**config.mk**
```make
export PLATFORM = sky130hd
export DESIGN_NAME = scancode_set1_to_ascii
export DESIGN_NICKNAME = d
export VERILOG_FILES = /design/src/rtl/core/sc1a_pkg.sv /design/src/rtl/core/scancode_set1_to_ascii.sv /design/src/rtl/core/sc1a_cfg_regs.sv /design/src/rtl/core/sc1a_decode.sv
export VERILOG_INCLUDE_DIRS = /design/src /design/src/rtl/core
export SDC_FILE = /design/constraint.sdc
export NUM_CORES = 1
export LEC_CHECK = 0
export ABC_CLOCK_PERIOD_IN_PS = 8800
export BUFFER_PORTS_ARGS = -buffer_cell sky130_fd_sc_hd__clkbuf_2
export CAP_MARGIN = 15
export CORE_MARGIN = 3
export CORE_UTILIZATION = 40
export CTS_BUF_LIST = sky130_fd_sc_hd__clkbuf_4
export CTS_CLUSTER_SIZE = 14
export DETAILED_ROUTE_END_ITERATION = 12
export PLACE_DENSITY = 0.54
export SLEW_MARGIN = 10
export SYNTH_ARGS = -nofsm -noshare
export SYNTH_HDL_FRONTEND = slang
export SYNTH_HIERARCHICAL = 1
export SYNTH_SLANG_ARGS = --single-unit
```
**constraint.sdc**
```tcl
create_clock -name clk -period 8.8 [get_ports clk]
set_input_delay 0 -clock clk [delete_from_list [all_inputs] [get_ports clk]]
set_output_delay 0 -clock clk [all_outputs]
set_load 0.03 [all_outputs]
```
**src/rtl/core/scancode_set1_to_ascii_defines.svh**
```systemverilog
// assertion macros for the scan-code set 1 decoder
`ifndef SCANCODE_SET1_TO_ASCII_DEFINES_SVH
`define SCANCODE_SET1_TO_ASCII_DEFINES_SVH

// same-cycle implication, checked outside reset
`define SC1A_ASSERT_NOW(lbl, ante, cons) \
  lbl: assert property (@(posedge clk) disable iff (rst) (ante) |-> (cons)) \
    else $error("sc1a same-cycle check failed");

// next-cycle implication, checked outside reset
`define SC1A_ASSERT_NEXT(lbl, ante, cons) \
  lbl: assert property (@(posedge clk) disable iff (rst) (ante) |=> (cons)) \
    else $error("sc1a next-cycle check failed");

`endif

```
**src/rtl/core/sc1a_pkg.sv**
```systemverilog
// shared types, codes and ascii tables of the scan-code set 1 decoder
package sc1a_pkg;

  localparam int unsigned TableLen = 84;

  localparam logic [7:0] SC_ACK    = 8'hFA;
  localparam logic [7:0] SC_RESEND = 8'hFE;
  localparam logic [7:0] SC_EXT    = 8'hE0;

  localparam logic [6:0] SC_LSHIFT   = 7'h2A;
  localparam logic [6:0] SC_RSHIFT   = 7'h36;
  localparam logic [6:0] SC_CTRL     = 7'h1D;
  localparam logic [6:0] SC_CAPS     = 7'h3A;
  localparam logic [6:0] SC_NUM      = 7'h45;
  localparam logic [6:0] SC_SCROLL   = 7'h46;
  localparam logic [6:0] SC_KP_FIRST = 7'h47;
  localparam logic [6:0] SC_KP_LAST  = 7'h53;
  localparam logic [6:0] SC_UP       = 7'h48;
  localparam logic [6:0] SC_DOWN     = 7'h50;
  localparam logic [6:0] SC_LEFT     = 7'h4B;
  localparam logic [6:0] SC_RIGHT    = 7'h4D;
  localparam logic [6:0] SC_TAB_END  = 7'(TableLen);

  localparam logic [7:0] CASE_OFFSET = 8'h20;

  localparam logic [1:0] CFG_ARROW_UP    = 2'd0;
  localparam logic [1:0] CFG_ARROW_DOWN  = 2'd1;
  localparam logic [1:0] CFG_ARROW_LEFT  = 2'd2;
  localparam logic [1:0] CFG_ARROW_RIGHT = 2'd3;

  typedef enum logic [1:0] {
    REPLY_NONE   = 2'd0,
    REPLY_ACK    = 2'd1,
    REPLY_RESEND = 2'd2
  } reply_kind_t;

  typedef struct packed {
    logic [7:0] up;
    logic [7:0] down;
    logic [7:0] left;
    logic [7:0] right;
  } arrow_codes_t;

  typedef struct packed {
    logic        key_valid;
    logic [7:0]  key_code;
    logic        led_write;
    logic [2:0]  led_bits;
    reply_kind_t reply_kind;
  } key_result_t;

  localparam logic [7:0] PLAIN_TAB [TableLen] = '{
    8'h00, 8'h00, 8'h31, 8'h32, 8'h33, 8'h34, 8'h35, 8'h36,
    8'h37, 8'h38, 8'h39, 8'h30, 8'h2D, 8'h3D, 8'h08, 8'h09,
    8'h71, 8'h77, 8'h65, 8'h72, 8'h74, 8'h79, 8'h75, 8'h69,
    8'h6F, 8'h70, 8'h5B, 8'h5D, 8'h0A, 8'h00, 8'h61, 8'h73,
    8'h64, 8'h66, 8'h67, 8'h68, 8'h6A, 8'h6B, 8'h6C, 8'h3B,
    8'h27, 8'h60, 8'h00, 8'h5C, 8'h7A, 8'h78, 8'h63, 8'h76,
    8'h62, 8'h6E, 8'h6D, 8'h2C, 8'h2E, 8'h2F, 8'h00, 8'h2A,
    8'h00, 8'h20, 8'h00, 8'h00, 8'h00, 8'h00, 8'h00, 8'h00,
    8'h00, 8'h00, 8'h00, 8'h00, 8'h00, 8'h00, 8'h00, 8'h37,
    8'h38, 8'h39, 8'h2D, 8'h34, 8'h35, 8'h36, 8'h2B, 8'h31,
    8'h32, 8'h33, 8'h30, 8'h2E
  };

  localparam logic [7:0] SHIFT_TAB [TableLen] = '{
    8'h00, 8'h00, 8'h21, 8'h40, 8'h23, 8'h24, 8'h25, 8'h5E,
    8'h26, 8'h2A, 8'h28, 8'h29, 8'h5F, 8'h2B, 8'h08, 8'h09,
    8'h71, 8'h77, 8'h65, 8'h72, 8'h74, 8'h79, 8'h75, 8'h69,
    8'h6F, 8'h70, 8'h7B, 8'h7D, 8'h0A, 8'h00, 8'h61, 8'h73,
    8'h64, 8'h66, 8'h67, 8'h68, 8'h6A, 8'h6B, 8'h6C, 8'h3A,
    8'h22, 8'h7E, 8'h00, 8'h7C, 8'h7A, 8'h78, 8'h63, 8'h76,
    8'h62, 8'h6E, 8'h6D, 8'h3C, 8'h3E, 8'h3F, 8'h00, 8'h2A,
    8'h00, 8'h20, 8'h00, 8'h00, 8'h00, 8'h00, 8'h00, 8'h00,
    8'h00, 8'h00, 8'h00, 8'h00, 8'h00, 8'h00, 8'h00, 8'h37,
    8'h38, 8'h39, 8'h2D, 8'h34, 8'h35, 8'h36, 8'h2B, 8'h31,
    8'h32, 8'h33, 8'h30, 8'h2E
  };

endpackage

```
**src/rtl/core/scancode_set1_to_ascii.sv**
```systemverilog
// top level of the scan-code set 1 to ascii decoder
// Usage:
//  - input channel: scan_byte with in_valid; a transaction completes on a clock
//    edge with in_valid high and in_stall low
//  - output channel: key_valid, key_code, led_write, led_bits and reply_kind
//    with out_valid; a transaction completes with out_valid high and out_stall
//    low; every input byte gives exactly one output transaction
//  - the byte lands in the input register at its accepting edge, and the table
//    lookup and flag update load the result register when the byte advances
//  - throughput is one byte per cycle without stalls, set by the single decode pass
//  - when the receiver stalls, the result register holds and the input
//    register still takes one more byte; in_stall rises only once both are full
//  - config: cfg_write with cfg_index 0 to 3 sets the up, down, left and right
//    arrow codes; write only while no transaction is in flight
//  - synchronous reset empties both registers, clears the extended, shift,
//    ctrl and lock flags and loads arrow codes 128 to 131
module scancode_set1_to_ascii
  import sc1a_pkg::*;
(
  input  logic       clk,
  input  logic       rst,
  input  logic       in_valid,
  output logic       in_stall,
  input  logic [7:0] scan_byte,
  output logic       out_valid,
  input  logic       out_stall,
  output logic       key_valid,
  output logic [7:0] key_code,
  output logic       led_write,
  output logic [2:0] led_bits,
  output logic [1:0] reply_kind,
  input  logic       cfg_write,
  input  logic [1:0] cfg_index,
  input  logic [7:0] cfg_data
);

`include "scancode_set1_to_ascii_defines.svh"

  arrow_codes_t arrows;
  key_result_t  dec_result;
  key_result_t  res;
  logic         s1_valid;
  logic [7:0]   s1_byte;
  logic         out_ready;
  logic         advance;
  logic         in_take;

  assign out_ready = ~out_valid | ~out_stall;
  assign advance   = s1_valid & out_ready;
  assign in_stall  = s1_valid & ~out_ready;
  assign in_take   = in_valid & ~in_stall;

  sc1a_cfg_regs u_cfg_regs (
    .clk       (clk),
    .rst       (rst),
    .cfg_write (cfg_write),
    .cfg_index (cfg_index),
    .cfg_data  (cfg_data),
    .arrows    (arrows)
  );

  sc1a_decode u_decode (
    .clk       (clk),
    .rst       (rst),
    .advance   (advance),
    .scan_byte (s1_byte),
    .arrows    (arrows),
    .result    (dec_result)
  );

  always_ff @(posedge clk) begin
    if (rst) begin
      s1_valid <= 1'b0;
    end else if (in_take) begin
      s1_valid <= 1'b1;
    end else if (advance) begin
      s1_valid <= 1'b0;
    end
  end

  always_ff @(posedge clk) begin
    if (in_take) begin
      s1_byte <= scan_byte;
    end
  end

  always_ff @(posedge clk) begin
    if (rst) begin
      out_valid <= 1'b0;
    end else if (advance) begin
      out_valid <= 1'b1;
    end else if (out_ready) begin
      out_valid <= 1'b0;
    end
  end

  always_ff @(posedge clk) begin
    if (advance) begin
      res <= dec_result;
    end
  end

  assign key_valid  = res.key_valid;
  assign key_code   = res.key_code;
  assign led_write  = res.led_write;
  assign led_bits   = res.led_bits;
  assign reply_kind = res.reply_kind;

  `SC1A_ASSERT_NOW(a_code_zero_when_invalid, out_valid && !key_valid, key_code == 8'h00)
  `SC1A_ASSERT_NOW(a_reply_no_key, out_valid && reply_kind != REPLY_NONE, !key_valid && !led_write)
  `SC1A_ASSERT_NOW(a_led_no_key, out_valid && led_write, !key_valid)
  `SC1A_ASSERT_NOW(a_stall_only_full, in_stall, out_valid && s1_valid)
  `SC1A_ASSERT_NEXT(a_take_fills_input, in_take, s1_valid)

endmodule

```
**src/rtl/core/sc1a_cfg_regs.sv**
```systemverilog
// arrow key code registers written through the configuration port
module sc1a_cfg_regs
  import sc1a_pkg::*;
(
  input  logic         clk,
  input  logic         rst,
  input  logic         cfg_write,
  input  logic [1:0]   cfg_index,
  input  logic [7:0]   cfg_data,
  output arrow_codes_t arrows
);

  always_ff @(posedge clk) begin
    if (rst) begin
      arrows.up    <= 8'd128;
      arrows.down  <= 8'd129;
      arrows.left  <= 8'd130;
      arrows.right <= 8'd131;
    end else if (cfg_write) begin
      case (cfg_index)
        CFG_ARROW_UP:    arrows.up    <= cfg_data;
        CFG_ARROW_DOWN:  arrows.down  <= cfg_data;
        CFG_ARROW_LEFT:  arrows.left  <= cfg_data;
        CFG_ARROW_RIGHT: arrows.right <= cfg_data;
        default: ;
      endcase
    end
  end

endmodule

```
**src/rtl/core/sc1a_decode.sv**
```systemverilog
// keyboard state flags and the single-pass decode of one scan byte
module sc1a_decode
  import sc1a_pkg::*;
(
  input  logic         clk,
  input  logic         rst,
  input  logic         advance,
  input  logic [7:0]   scan_byte,
  input  arrow_codes_t arrows,
  output key_result_t  result
);

  typedef struct packed {
    logic extended_pending;
    logic shift_held;
    logic ctrl_held;
    logic caps_on;
    logic num_on;
    logic scroll_on;
  } kb_state_t;

  kb_state_t  state;
  kb_state_t  state_next;
  logic [6:0] code;
  logic       make;
  logic [7:0] chr;
  logic       keypad;

  assign code   = scan_byte[6:0];
  assign make   = ~scan_byte[7];
  assign keypad = (code >= SC_KP_FIRST) && (code <= SC_KP_LAST);

  always_comb begin
    chr = 8'h00;
    if (code < SC_TAB_END) begin
      chr = state.shift_held ? SHIFT_TAB[code] : PLAIN_TAB[code];
    end
  end

  always_comb begin
    state_next        = state;
    result.key_valid  = 1'b0;
    result.key_code   = 8'h00;
    result.led_write  = 1'b0;
    result.reply_kind = REPLY_NONE;
    if (scan_byte == SC_ACK) begin
      result.reply_kind = REPLY_ACK;
    end else if (scan_byte == SC_RESEND) begin
      result.reply_kind = REPLY_RESEND;
    end else if (scan_byte == SC_EXT) begin
      state_next.extended_pending = 1'b1;
    end else if (state.extended_pending) begin
      state_next.extended_pending = 1'b0;
      if (make) begin
        result.key_valid = 1'b1;
        case (code)
          SC_UP:    result.key_code = arrows.up;
          SC_DOWN:  result.key_code = arrows.down;
          SC_LEFT:  result.key_code = arrows.left;
          SC_RIGHT: result.key_code = arrows.right;
          default:  result.key_valid = 1'b0;
        endcase
      end
    end else if (code == SC_LSHIFT || code == SC_RSHIFT) begin
      state_next.shift_held = make;
    end else if (code == SC_CTRL) begin
      state_next.ctrl_held = make;
    end else if (code == SC_CAPS || code == SC_NUM || code == SC_SCROLL) begin
      if (make) begin
        result.led_write = 1'b1;
        case (code)
          SC_CAPS: state_next.caps_on   = ~state.caps_on;
          SC_NUM:  state_next.num_on    = ~state.num_on;
          default: state_next.scroll_on = ~state.scroll_on;
        endcase
      end
    end else if (make && chr != 8'h00) begin
      // keypad digits need num lock
      if (!((chr inside {[8'h30:8'h39]}) && keypad && !state.num_on)) begin
        result.key_valid = 1'b1;
        if ((chr inside {[8'h61:8'h7A]}) && (state.shift_held ^ state.caps_on)) begin
          result.key_code = chr - CASE_OFFSET;
        end else begin
          result.key_code = chr;
        end
      end
    end
    result.led_bits = {state_next.caps_on, state_next.num_on, state_next.scroll_on};
  end

  always_ff @(posedge clk) begin
    if (rst) begin
      state <= '0;
    end else if (advance) begin
      state <= state_next;
    end
  end

endmodule
```
==> key figures, run 1 <==
Run status
  • Status: complete, no violations

Setup path
  • Crit Path Max Fanout: 17
  • FF-to-FF End: key_code[0]
  • Worst setup SP type: flip-flop
  • Reg2reg path depth: 10
  • Reg2reg start: s1_byte[1]
  • Worst path required time: 8.96 ns
  • R2r setup slk: 4.77 ns
  • Crit path kind: flip-flop to flip-flop
  • Crit path from: s1_byte[1]
  • Critical Path AT: 4.19 ns
  • CP endpoint kind: flip-flop

STA
  • Slew Limit Fails: 0
  • Slew Limit Headroom: 21.3%
  • Max Fclk: 248 MHz
  • RSZ-0062 raised after global routing: false
  • Hold slack final: 0.0878 ns
  • Clock Skews: 0.0125 ns
  • Worst slew pin tran: 1.17 ns
  • Setup TNS: 0 ns
  • Final hold violations: 0
  • Final period util: 45.8%
  • Final Critical Period: 4.03 ns
  • Setup violations, final: 0

Min path
  • Worst min-delay path class: primary input to flip-flop
  • HP Start: cfg_write
  • Hold Path Depth: 3
  • Hold Crit Endpoint: u_cfg_regs/arrows[14]

CTS
  • CTS H-tree lvls: 3
  • TritonCTS Sinks: 62
  • CTS max path bufs: 2
  • Num CTS Buffers: 9
  • Post_cts resized: 0
  • Skew-Pair Late Insertion Delay: 0.42 ns
  • Clock transition at path regs: 0.12 ns
  • Root Driver: clkbuf_4
  • CTS tree: done

Yosys
  • Post-synth net total: 529
  • Post-synth EDFFs: 23
  • Main synth FF type: dfxtp_1
  • #FFs+latches synth: 62
  • Syn Inst Count: 491
  • Yosys warning count: 6
  • Post-synth ARST share: 0%
  • Yosys cell types: 90
  • Post-Syn Area: 0.00442 mm2
  • Avg Inst Size Synth: 9.00 um2
  • Seq/Total Area, Yosys: 33.3%

Placed design
  • IO buf count: 39
  • Detailed Place HPWL: 8.43 mm
  • Placed cell count: 638
  • Placer Congestion: 0.908

Pwr
  • Design Power: 660 uW
  • Power Internal: 451 uW
  • Static Leak: 0.00195 uW
  • Switching share of total power: 31.7%
  • Power density cells: 134 mW/mm2
  • Psw: 209 uW
  • Clock Power Share: 30.9%
  • Gate power share: 20.9%
  • Relative contribution of sequential cells to total power: 48.2%
  • Maximum vdd drop: 102 uV

Global routing
  • Vias in the first global route: 3751
  • Gr ovfl total: 0
  • Initial antenna violation count: 0
  • First-pass GRT wire length: 19.9 mm
  • GRT Total Usage: 19.9%
  • Largest net degree at the start of global routing: 52

Final layout
  • Synth-to-Final Area Change: 11.6%
  • Layout fillers: 1038
  • Post-layout util: 46.7%
  • Most common cell after layout, fill and taps aside: nand2b_1
  • Fin cells: 674
  • Antenna cells: 0
  • Commonest non-fill, non-tap cells in the layout: 40 x nand2b_1, 39 x nor2_1, 39 x clkbuf_2, 39 x dfxtp_1, 37 x nand2_1
  • Share of layout cells above drive strength 1: 15.8%
  • Final net count: 571

Routing
  • Vias per cell: 5.85
  • WL/cell: 18.3 um
  • Post-route DRC violation count: 0
  • Routed Antenna Nets: 0
  • Drt initial violations: 304
  • Routed vias: 3941
  • DR pass1 iterations: 5
  • Final WL: 12.3 mm

Floorplan
  • Die footprint: 0.0123 mm2
  • IO Count: 40
  • Die width: 111 um
  • Core area: 0.0106 mm2
  • Cell Rows: 37
  • Starting density of the core: 41.9%
  • Die H: 111 um

Run
  • Max cap viols: 0
-- sequential cells by signal (all words and copies together) (netlist names), 2 cells and up --
name,cells
s1_byte,8
u_decode/state,5
reply_kind,2
u_cfg_regs/arrows,32
led_bits,3
key_code,8
-- cell families (layout without fill, tap and decap cells) --
group	count (synthesis)	count (layout)	synth area share (%)
xor+xnor	7	7	1.39
mux	39	39	9.29
compound gates	117	117	20.1
buf+inv	50	97	6.99
fa+ha+maj	15	15	4.25
simple gates	201	201	24.7
flops	62	62	33.3
-- final cells by class --
class	instances	area, um2	area share [%]
Inverter	16	60.1	1.22
Timing Repair Buffer	65	445	9.04
Multi-Input combinational cell	379	2640	53.6
Clock inverter	7	72.6	1.47
Tap cell	136	170	3.45
Sequential cell	62	1470	29.8
Clock buffer	9	67.6	1.37
-- Yosys cell counts (3+ instances only) --
| cell | count | area share, % |
|---|---|---|
| nor4_1 | 4 | 0.57 |
| xor2_1 | 3 | 0.59 |
| or2_2 | 3 | 0.42 |
| edfxtp_1 | 23 | 16 |
| nand3_1 | 18 | 2.0 |
| and2_1 | 4 | 0.57 |
| nand3b_1 | 6 | 1.0 |
| o21ai_0 | 15 | 1.7 |
| nand2b_1 | 40 | 5.7 |
| o2111ai_1 | 3 | 0.59 |
| dfxtp_1 | 39 | 18 |
| and3b_1 | 3 | 0.59 |
| nor2_1 | 39 | 3.3 |
| nor2b_1 | 8 | 1.1 |
| buf_4 | 7 | 1.2 |
| inv_1 | 13 | 1.1 |
| a311oi_1 | 3 | 0.59 |
| a21o_1 | 3 | 0.51 |
| and2b_1 | 3 | 0.51 |
| clkbuf_1 | 8 | 0.68 |
| buf_2 | 8 | 0.91 |
| a221oi_1 | 6 | 1.2 |
| a22oi_1 | 8 | 1.4 |
| nand2_1 | 37 | 3.1 |
| buf_6 | 6 | 1.5 |
| xnor2_1 | 4 | 0.79 |
| nand4_1 | 7 | 0.99 |
| a31oi_1 | 4 | 0.57 |
| nor3b_1 | 3 | 0.51 |
| a211oi_1 | 5 | 0.85 |
| mux2i_1 | 35 | 7.9 |
| ha_1 | 15 | 4.2 |
| a21oi_1 | 21 | 2.4 |
| nor3_1 | 9 | 1.0 |
| o211ai_1 | 9 | 1.5 |
-- through the flow --
step / instance area, um2 / worst slack (ns)
2_1_floorplan: 4420 / 5.51
3_3_place_gp: 4580 / 5.00
3_5_place_dp: 4580 / 4.87
4_1_cts: 4910 / 4.86
5_1_grt: 4930 / 4.57
6_report: 4930 / 4.77
-- worst max-delay path, stage by stage, from the launching register on --
cell and delay (ns):
edfxtp_1 0.71, inv_1 0.26, ha_1 0.53, nand2b_1 0.23, a31oi_1 0.19, nand3b_1 0.10
a311oi_1 0.50, nor2_1 0.15, or4_4 0.57, o311ai_4 0.38, a21oi_1 0.14
-- power groups by stage --
| stage | clock, uW | combinational, uW | sequential (uW) |
|---|---|---|---|
| 3_5_place_dp | 0 | 128 | 325 |
| 2_1_floorplan | 0 | 92.8 | 329 |
| 6_report | 204 | 138 | 318 |
| 4_1_cts | 210 | 135 | 318 |
| 5_1_grt | 222 | 149 | 320 |
| 3_3_place_gp | 0 | 129 | 324 |
-- metal layers --
metal | track usage [%] | vias to the layer above | wire length (um)
li1 | - | 1895 | -
met2 | 29.7 | 161 | 5380
met3 | 4.91 | 17 | 942
met4 | 6.41 | 0 | 168
met1 | 28.2 | 1868 | 5850
met5 | 0 | - | 0
-- worst max-delay path by stage --
| stage | to | slack (ns) |
|---|---|---|
| floorplan | key_code[5] | 5.51 |
| global placement | key_code[5] | 5.00 |
| detailed placement | key_code[0] | 4.87 |
| CTS | key_code[0] | 4.86 |
| global route | key_code[0] | 4.57 |
| finish | key_code[0] | 4.77 |
-- timing repair --
| action | CTS | global route |
|---|---|---|
| buffers inserted | 0 | 0 |
| endpoints found under the hold margin | 42 | 0 |
| hold buffers | 19 | 0 |
Note: power is estimated with default switching activity, not from simulation.
==> inputs of run 2 (changes only) <==
- ABC_CLOCK_PERIOD_IN_PS: 8800 -> 3900
- clock period: 8.8 -> 3.9 ns (I/O delays scaled with it)
==> run 2 against run 1 <==
Compared with the run above: register-to-register slack worse by 4.4 ns; sequential share of layout area down 0.50 points; first-iteration DRC count up 33%; final area up 1.7%.
==> key figures, run 2 (synthesis results as in run 1) <==
Run status
  • Status: complete, no violations (unchanged)

Final layout
  • Max reg flops: 32 (unchanged)
  • Most common cell after layout, fill and taps aside: nand2b_1 (unchanged)
  • Design area: 0.00501 mm2 (was 0.00493 mm2)
  • Final net count: 582 (was 571)
  • Synth-to-Final Area Change: 13.4% (was 11.6%)
  • Antenna cells: 0 (unchanged)
  • Commonest non-fill, non-tap cells in the layout: 40 x nand2b_1, 39 x nor2_1, 39 x clkbuf_2, 39 x dfxtp_1, 37 x nand2_1 (unchanged)
  • Share of layout cells above drive strength 1: 17.3% (was 15.8%)
  • Most flops, register: u_cfg_regs/arrows (unchanged)
  • Fin cells: 685 (was 674)

Min path
  • Hold Crit Endpoint: u_cfg_regs/arrows[14] (unchanged)
  • Hold Path Depth: 3 (unchanged)
  • Worst min-delay path class: primary input to flip-flop (unchanged)
  • HP Start: cfg_write (unchanged)

Global routing
  • Vias in the first global route: 3948 (was 3751)
  • GRT Total Usage: 20.2% (was 19.9%)
  • Gr ovfl total: 0 (unchanged)
  • Largest net degree at the start of global routing: 50 (was 52)
  • Initial antenna violation count: 0 (unchanged)
  • First-pass GRT wire length: 20.3 mm (was 19.9 mm)

CTS
  • CTS max path bufs: 2 (unchanged)
  • Hold buffers post-CTS: 19 (unchanged)
  • Post_cts resized: 0 (unchanged)
  • Root Driver: clkbuf_4 (unchanged)
  • Clock transition at path regs: 0.11 ns (was 0.12 ns)
  • TritonCTS Sinks: 62 (unchanged)
  • Skew-Pair Late Insertion Delay: 0.42 ns (about the same)
  • Post-CTS setup buffers: 0 (unchanged)
  • CTS tree: done (unchanged)
  • CTS H-tree lvls: 3 (unchanged)
  • Num CTS Buffers: 9 (unchanged)

Routing
  • Drt initial violations: 403 (was 304)
  • Routed Antenna Nets: 0 (unchanged)
  • WL/cell: 18.0 um (was 18.3 um)
  • Post-route DRC violation count: 0 (unchanged)
  • Vias per cell: 5.90 (was 5.85)
  • DR pass1 iterations: 5 (unchanged)
  • Routed vias: 4044 (was 3941)
  • Final WL: 12.3 mm (about the same)

Placed design
  • IO buf count: 39 (unchanged)
  • Dpl ws: 0.427 ns (was 4.87 ns)
  • Post-Place Cell Area: 0.00469 mm2 (was 0.00458 mm2)
  • Placed cell count: 650 (was 638)
  • Placer Congestion: 0.962 (was 0.908)
  • Detailed Place HPWL: 8.66 mm (was 8.43 mm)

STA
  • Final Critical Period: 3.51 ns (was 4.03 ns)
  • Setup violations, final: 0 (unchanged)
  • Final period util: 90.1% (was 45.8%)
  • Final hold violations: 0 (unchanged)
  • Worst slew pin tran: 0.838 ns (was 1.17 ns)
  • Setup TNS: 0 ns (unchanged)
  • Final Worst Setup Slack: 0.386 ns (was 4.77 ns)
  • Slew Limit Headroom: 44.2% (was 21.3%)
  • Max Fclk: 285 MHz (was 248 MHz)
  • Clock Skews: 0.0212 ns (was 0.0125 ns)
  • Slew Limit Fails: 0 (unchanged)
  • RSZ-0062 raised after global routing: false (unchanged)

Setup path
  • FF-to-FF End: key_code[1] (was key_code[0])
  • CP endpoint kind: flip-flop (unchanged)
  • Critical Path AT: 3.67 ns (was 4.19 ns)
  • R2r setup slk: 0.39 ns (was 4.77 ns)
  • Worst setup SP type: flip-flop (unchanged)
  • Reg2reg start: s1_byte[1] (unchanged)
  • Crit Path Max Fanout: 11 (was 17)
  • Crit path kind: flip-flop to flip-flop (unchanged)
  • Reg2reg path depth: 10 (unchanged)
  • Worst path required time: 4.05 ns (was 8.96 ns)

Pwr
  • Power density cells: 297 mW/mm2 (was 134 mW/mm2)
  • Switching share of total power: 30.9% (was 31.7%)
  • Power Internal: 1030 uW (was 451 uW)
  • Psw: 461 uW (was 209 uW)
  • Maximum vdd drop: 225 uV (was 102 uV)
  • Gate power share: 21.4% (was 20.9%)
  • Static Leak: 0.00201 uW (was 0.00195 uW)
  • Clock Power Share: 30.4% (was 30.9%)
  • Relative contribution of sequential cells to total power: 48.2% (about the same)

Run
  • Max cap viols: 0 (unchanged)

Floorplan
  • Die width: 111 um (unchanged)
  • Die H: 111 um (unchanged)
  • Starting density of the core: 41.9% (unchanged)
  • IO Count: 40 (unchanged)
  • Cell Rows: 37 (unchanged)
  • Die footprint: 0.0123 mm2 (unchanged)
  • Core area: 0.0106 mm2 (unchanged)
-- run 2: cell types whose count changed in the layout (fill, tap and decap cells not counted) --
| cell | change |
|---|---|
| buf_4 | +11 |
| buf_8 | -1 |
| clkinv_1 | +1 |
| inv_4 | -1 |
| clkinv_4 | -1 |
| buf_12 | +1 |
| clkbuf_4 | +1 |
-- run 2: worst max-delay path by stage --
stage | from | depth (start not counted) | slack [ns] | end
2_1_floorplan | s1_byte[1] | 12 | 0.61 | key_code[5]
3_3_place_gp | s1_byte[1] | 10 | 0.52 | key_code[5]
3_5_place_dp | s1_byte[1] | 10 | 0.43 | key_code[1]
4_1_cts | s1_byte[1] | 10 | 0.44 | key_code[1]
5_1_grt | s1_byte[1] | 10 | 0.25 | key_code[1]
6_report | s1_byte[1] | 10 | 0.39 | key_code[1]
-- run 2: power by group through the flow --
stage          logic, uW  clock network (uW)  registers, uW
6_report             318                 452            718
5_1_grt              346                 501            723
4_1_cts              312                 469            719
3_5_place_dp         297                   0            733
3_3_place_gp         301                   0            733
2_1_floorplan        209                   0            743
-- run 2: final cells by class --
class	count	area (um2)
Sequential cell	62	1470
Fill cell	1030	5540
Clock buffer	10	75.1
Inverter	16	60.1
Multi-Input combinational cell	379	2640
Clock inverter	6	61.3
Timing Repair Buffer	76	533
Tap cell	136	170
-- run 2: critical path: stages, from the launching register on --
cell and delay [ns]:
edfxtp_1 0.40, inv_1 0.19, ha_1 0.42, nand2b_1 0.22
a31oi_1 0.18, nand3b_1 0.10, a311oi_1 0.51, nor2_1 0.15
or4_4 0.57, o311ai_4 0.37, a21oi_1 0.15
-- run 2: routing by layer --
layer | part of all wire (%) | vias up | wire length, um | track usage [%]
met4 | 2.7 | 0 | 336 | 8.60
met5 | 0 | - | 0 | 0
met1 | 45 | 1874 | 5570 | 28.0
met2 | 44 | 216 | 5390 | 30.3
met3 | 8.2 | 30 | 1010 | 4.53
li1 | - | 1924 | - | -
-- run 2: stage by stage --
| stage | util, % | total power, uW | hold slack, ns |
|---|---|---|---|
| after detailed placement | 44.4 | 1030 | 0.179 |
| after global placement | 44.4 | 1030 | 0.178 |
| final | 47.5 | 1490 | 0.0961 |
| after floorplan | - | 953 | 0.0624 |
| after global routing | 47.5 | 1570 | 0.0767 |
| after CTS | 47.5 | 1500 | 0.0718 |
